## config.mk

```make
export PLATFORM = sky130hd
export DESIGN_NAME = terq_cell
export DESIGN_NICKNAME = d
export VERILOG_FILES = /design/src/hdl/terq_pkg.sv /design/src/hdl/terq_cell.sv
export SDC_FILE = /design/constraint.sdc
export NUM_CORES = 1
export LEC_CHECK = 0
export ABC_AREA = 1
export ABC_CLOCK_PERIOD_IN_PS = 7300
export BUFFER_PORTS_ARGS = -buffer_cell sky130_fd_sc_hd__buf_2
export CORE_AREA = 2 2 128 130
export CTS_CLUSTER_DIAMETER = 200
export DETAILED_ROUTE_END_ITERATION = 7
export DIE_AREA = 0 0 130 132
export PLACE_DENSITY_LB_ADDON = 0.15
export SETUP_SLACK_MARGIN = 0.02
export SLEW_MARGIN = 20
export SYNTH_ARGS = -nofsm -noshare
export SYNTH_HDL_FRONTEND = slang
export SYNTH_SLANG_ARGS = --single-unit
```

## constraint.sdc

```tcl
create_clock -name clk -period 7.3 [get_ports clk]
set_input_delay 1.46 -clock clk [delete_from_list [all_inputs] [get_ports clk]]
set_output_delay 1.46 -clock clk [all_outputs]
set_load 0.005 [all_outputs]
```

## src/hdl/terq_pkg.sv

```systemverilog
// ----------------------------------------------------------------------------
// terq_pkg
// Shared types and constants for the timed event release queue.
// ----------------------------------------------------------------------------
package terq_pkg;

  localparam int QUEUE_DEPTH_DEF   = 32;
  localparam int TIME_WIDTH_DEF    = 48;
  localparam int PAYLOAD_WIDTH_DEF = 32;

  // command selector on the input channel
  localparam logic CMD_ADD  = 1'b0;
  localparam logic CMD_TICK = 1'b1;

  // result kinds on the output channel
  localparam logic [1:0] KIND_FIRED = 2'd0;
  localparam logic [1:0] KIND_SUM   = 2'd1;
  localparam logic [1:0] KIND_ADD   = 2'd2;
  localparam logic [1:0] KIND_DROP  = 2'd3;

  // operation broadcast along the cell chain
  typedef enum logic [1:0] {
    MODE_NONE = 2'd0,
    MODE_ADD  = 2'd1,
    MODE_KEEP = 2'd2,
    MODE_DROP = 2'd3
  } cell_mode_t;

  typedef struct packed {
    cell_mode_t mode;
  } cell_ctrl_t;

endpackage

```

## src/hdl/terq_cell.sv

```systemverilog
// ----------------------------------------------------------------------------
// terq_cell
// One queue slot: holds a due time and payload, loads a new event, takes its
// neighbour's entry on a shift, or takes the head entry when it is the tail.
// ----------------------------------------------------------------------------
module terq_cell
  import terq_pkg::*;
#(
  parameter int IDX           = 0,
  parameter int CW            = 6,
  parameter int TIME_WIDTH    = TIME_WIDTH_DEF,
  parameter int PAYLOAD_WIDTH = PAYLOAD_WIDTH_DEF
) (
  input  logic                     clk,
  input  cell_ctrl_t               ctrl,
  input  logic [CW-1:0]            len,
  input  logic [TIME_WIDTH-1:0]    add_time,
  input  logic [PAYLOAD_WIDTH-1:0] add_pay,
  input  logic [TIME_WIDTH-1:0]    next_time,
  input  logic [PAYLOAD_WIDTH-1:0] next_pay,
  input  logic [TIME_WIDTH-1:0]    head_time,
  input  logic [PAYLOAD_WIDTH-1:0] head_pay,
  output logic [TIME_WIDTH-1:0]    slot_time,
  output logic [PAYLOAD_WIDTH-1:0] slot_pay
);

  logic [TIME_WIDTH-1:0]    time_r, time_nxt;
  logic [PAYLOAD_WIDTH-1:0] pay_r, pay_nxt;
  logic                     is_at, is_inner, is_tail;

  assign is_at    = (len == CW'(IDX));
  assign is_inner = (CW'(IDX + 1) < len);
  assign is_tail  = (CW'(IDX + 1) == len);

  always_comb begin
    time_nxt = time_r;
    pay_nxt  = pay_r;
    unique case (ctrl.mode)
      MODE_ADD: begin
        if (is_at) begin
          time_nxt = add_time;
          pay_nxt  = add_pay;
        end
      end
      MODE_KEEP: begin
        if (is_inner) begin
          time_nxt = next_time;
          pay_nxt  = next_pay;
        end else if (is_tail) begin
          time_nxt = head_time;
          pay_nxt  = head_pay;
        end
      end
      MODE_DROP: begin
        if (is_inner) begin
          time_nxt = next_time;
          pay_nxt  = next_pay;
        end
      end
      default: begin
      end
    endcase
  end

  always_ff @(posedge clk) begin
    time_r <= time_nxt;
    pay_r  <= pay_nxt;
  end

  assign slot_time = time_r;
  assign slot_pay  = pay_r;

endmodule

```

=== Yosys cells after proc, flatten, opt, wreduce, memory -nomap -nowiden ===
Index checks and enable logic that the tools add are counted.

* Output and inout port bits: 80
* Logic and storage cells: 23
* Bits of input ports: 249
* Register bits: 80

* Reduce and logical (&&, ||, !) cells: 3
* Magnitude comparators: 1
* Multiplexer cells: 10
* Equal/unequal tests: 7

{| class="wikitable"
|+ Operator list
! cell !! number
|-
| 2-to-1 mux 48 bit || 4
|-
| one-hot mux 48 bit (3 select lines) || 1
|-
| 2-to-1 mux 32 bit || 4
|-
| one-hot mux 32 bit (3 select lines) || 1
|-
| equality test 1 x 6 -> 1 bit (first input constant) || 1
|-
| zero test 6 bit || 1
|-
| less-than comparator 1 x 6 -> 1 bit (first input constant) || 1
|-
| equality test 2 bit (second input constant) || 2
|-
| inequality test 2 bit (second input constant) || 2
|-
| AND reduction 4 bit || 1
|-
| inequality test 3 bit (second input constant) || 1
|-
| nonzero test 3 bit || 1
|-
| equality test 2 x 1 -> 1 bit (second input constant) || 1
|}

=== Longest topological paths before layout ===
* Depth after elaboration: 4
* Mapped depth: 6
* Mapped depth without buffers: 5

=== Worst setup path before layout ===
No wires, ideal clock.

* Path kind: input to register
* Start point: in len[2]
* End point: reg pay_r[0] (netlist: slot_pay[0]), enable pin
* Library setup time: 0.521 ns
* Path buffers: 2
* Cell stages on the path: 6
* Data required time: 6.779 ns
* Arrival: 5.301 ns
* Setup slack: 1.478 ns
* Path through: nor2_4 -> buf_4 -> buf_4 -> nand4_1 -> nand2_1 -> nor2_1

* Cells in the longest elaborated chain, start to end: 3
* Elaborated cells on any way between the ends: 7
* Classes of those cells: order compare (1); eq/ne (4); reduce/logical (2)

{| class="wikitable"
|+ Ends and longest elaborated chain
! element !! RTL line !! source
|-
| from (decl) || terq_cell.sv:16 || <nowiki>input logic [CW-1:0] len,</nowiki>
|-
| less-than comparator 1 x 6 -> 1 bit, or another cell as far along || terq_cell.sv:32 || <nowiki>assign is_inner = (CW'(IDX + 1) < len);</nowiki>
|-
| inequality test 3 bit (no line) / inequality test 2 bit (equally long branches) || n/a ||
|-
| AND reduction 4 bit (no line) * || n/a ||
|-
| to (signal assigned) || terq_cell.sv:67 || <nowiki>pay_r <= pay_nxt;</nowiki>
|-
| to (decl) || terq_cell.sv:28 || <nowiki>logic [PAYLOAD_WIDTH-1:0] pay_r, pay_nxt;</nowiki>
|}

Mark *: on every way between the ends. The rest lies on a longest branch, timed or not.
A chain may end at the register's enable or synchronous reset.

=== Final worst setup path ===
* Start point: in len[5]
* End point: reg time_r[24] (netlist: slot_time[24]), enable pin

* Cells in the longest elaborated chain, start to end: 3
* Elaborated cells on any way between the ends: 7
* Classes of those cells: order compare (1); eq/ne (4); reduce/logical (2)

{| class="wikitable"
|+ Ends and longest elaborated chain
! element !! RTL line !! source
|-
| less-than comparator 1 x 6 -> 1 bit, or another cell as far along || terq_cell.sv:32 ||
|-
| inequality test 3 bit (no line) / inequality test 2 bit (equally long branches) || n/a ||
|-
| AND reduction 4 bit (no line) * || n/a ||
|-
| to (signal assigned) || terq_cell.sv:66 || <nowiki>time_r <= time_nxt;</nowiki>
|-
| to (decl) || terq_cell.sv:27 || <nowiki>logic [TIME_WIDTH-1:0] time_r, time_nxt;</nowiki>
|}

Marked as above.

==> flow_summary.yaml <==
drt:
  wire_per_inst_um: 14.38
  ant_nets: 0
  drtIter0Drc: 414
  num_vias: 6533
  drt-pass1-iter-count: 7
  vias_per_cell: 4.717
  drc: 0
  drt_wl_total_mm: 19.92
clock_network:
  cts_root_buffer: "clkbuf_16"
  cts_hold_buf: 0
  cts_setup_buffers: 0
  cts_tree: "done"
  numCtsBuffers: 9
  htree_levels: 3
  cts_resized: 0
  clockBufferDepth: 2
  cts_sinks: 80
  clk_pin_slew_ns: 0.06
global_route:
  grt_pass1_wl_mm: 30.85
  grt-ovfl-total: 0
  grt_max_degree: 85
  grt.total_usage_pct: 22.84
  grt_pass1_vias: 6112
  antenna_found_initial: 1
logic_synthesis:
  syn-num-nets: 1124
  yosysSeqAreaShare_pct: 40.15
  yosysWarnings: 0
  postSynthCellCount: 875
  yosys-top-cells-area: "edfxtp_1 40%, inv_1 15%, nand2_1 15%, nand4_1 8.6%, nand3_1 6.8%"
  synth_seq_cells: 80
  synth.distinct_cells: 16
  yosys.area.top_type_share_pct: 40.15
  yosysTopAreaCell: "edfxtp_1"
  syn_area_per_cell_um2: 6.838
  syn-cell-area_um2: 5983
sta:
  worst_pin_slew_ns: 1.069
  min_period_ns: 3.788
  slew_headroom_pct: 28.71
  rsz0062_at_grt: "false"
  finalHoldViolCount: 0
  fmax_ghz: 0.2640
  finalSetupViolCount: 0
  fin_setup_tns_ns: 0
  finalMaxSlewViolations: 0
  fin_crit_sh_pct: 51.89
worst_setup_path:
  required_ns: 7.26
  start_kind: "input port"
  crit_fanout: 84
  criticalPathCategory: "input port to flop"
  cp-end-kind: "flop"
  critPathArrivalTime_ns: 3.75
placement:
  hpwl_mm: 13.38
  placed_area_um2: 7586
  place_congestion: 0.8513
  portBuffers: 328
cells_and_area:
  layout_common_cells: "328 x buf_2, 243 x inv_1, 242 x nand2_1, 82 x nand4_1, 81 x nand3_1"
  syn_to_final_growth_pct: 31.91
  fin_nets: 1413
  fin_area_um2: 7893
  drive_gt1_share_pct: 30.37
  diodes: 0
  final_common_cell: "buf_2"
pwr:
  powerDensity_nw_per_um2: 165.7
  clockPowerShare_pct: 33.0
  p_int_uw: 951.4
  power_frac_seq_pct: 44.3
  p_sw_uw: 356.4
  swShare_pct: 27.25
  ir_drop_uv: 123.2
  comb_power_share_pct: 22.7
  p_leak_nw: 4.536
worst_hold_path:
  holdPathEnd: "slot_pay[10]$_DFFE_PP_"
  hold_class: "input port to flop"
  holdCritStartpoint: "add_pay[10]"
  holdPathStages: 5
floorplan:
  core_area_um2: 15710
  num_io_pins: 329
  fp.dieH_um: 132
  num_rows: 46
  fp.dieW_um: 130
  start_util_pct: 38.08
  die_area_um2: 17160
status:
  status: "finished clean"
run:
  cap_violations: 0
layout make-up:
type / instances / area (µm²)
Inverter: 245 / 919.6
Timing Repair Buffer: 336 / 1722
Multi-Input combinational cell: 492 / 2300
Clock inverter: 6 / 50.05
Tap cell: 216 / 270.3
Sequential cell: 80 / 2402
Clock buffer: 10 / 229.0
Fill cell: 1687 / 7820
routing by layer:
metal / part of all wire [%] / track usage [%] / wire length (µm)
met5: 0 / 0 / 0
met4: 2.3 / 8.124 / 449
met3: 7.7 / 3.856 / 1528
met2: 49 / 39.94 / 9785
met1: 41 / 28.07 / 8160
power groups by stage:
| stage | Combinational, mW | Sequential, mW | Clock, mW |
|---|---|---|---|
| CTS | 0.297 | 0.580 | 0.443 |
| floorplan | 0.138 | 0.598 | 0 |
| detailed placement | 0.296 | 0.589 | 0 |
| global route | 0.335 | 0.584 | 0.459 |
| global placement | 0.295 | 0.590 | 0 |
| finish | 0.297 | 0.580 | 0.432 |
critical path: stages:
cell and delay [ns]:
buf_2 0.11, nor2_4 0.08, buf_4 0.72, nand3_1 0.14, nand2_1 0.10, inv_1 0.07
nor2_4 0.41, buf_4 0.56
cell families after synthesis:
kind of cell | count (synthesis) | share of synthesized area [%]
DFF | 80 | 40.15
AOI/OAI and AO/OA | 80 | 6.692
buffers and inverters | 303 | 21.75
and+or+nand+nor | 412 | 31.41
per-stage QoR:
| stage | std cells | hold slack, ns | utilization (%) | worst slack, ns | power (mW) |
|---|---|---|---|---|---|
| detailed placement | 1368 | 1.830 | 48.28 | 2.661 | 0.8851 |
| finish | 1385 | 1.487 | 50.23 | 3.512 | 1.308 |
| CTS | 1384 | 1.476 | 50.06 | 3.013 | 1.320 |
| floorplan | 875 | 1.732 | - | 1.478 | 0.7358 |
| global route | 1385 | 1.507 | 50.23 | 3.267 | 1.377 |
| global placement | 1368 | 1.826 | 48.28 | 2.667 | 0.8845 |
worst max path at each step:
| stage | startpoint | endpoint | slack, ns | depth (start not counted) |
|---|---|---|---|---|
| finish | len[5] | slot_time[24]$_DFFE_PP_ | 3.51 | 8 |
| global route | len[5] | slot_time[11]$_DFFE_PP_ | 3.27 | 8 |
| CTS | len[5] | slot_time[24]$_DFFE_PP_ | 3.01 | 8 |
| detailed placement | len[5] | slot_time[20]$_DFFE_PP_ | 2.66 | 8 |
| global placement | len[5] | slot_time[24]$_DFFE_PP_ | 2.67 | 8 |
| floorplan | len[2] | slot_pay[0]$_DFFE_PP_ | 1.48 | 6 |
state kept, by name, indices dropped and copies added (netlist names):
name	cells
slot_time	48
slot_pay	32
synthesized netlist by cell type:
library cell and count:
nand3_4 1, nor2_2 2, nand3_1 81, o21ai_0 80, nand4_1 82, nor2_4 1
buf_2 11, buf_6 16, nand2_1 243, nor2_1 2, buf_4 8, clkbuf_1 22
buf_1 1, inv_2 2, inv_1 243, edfxtp_1 80
Power figures use the tool's default switching activity.
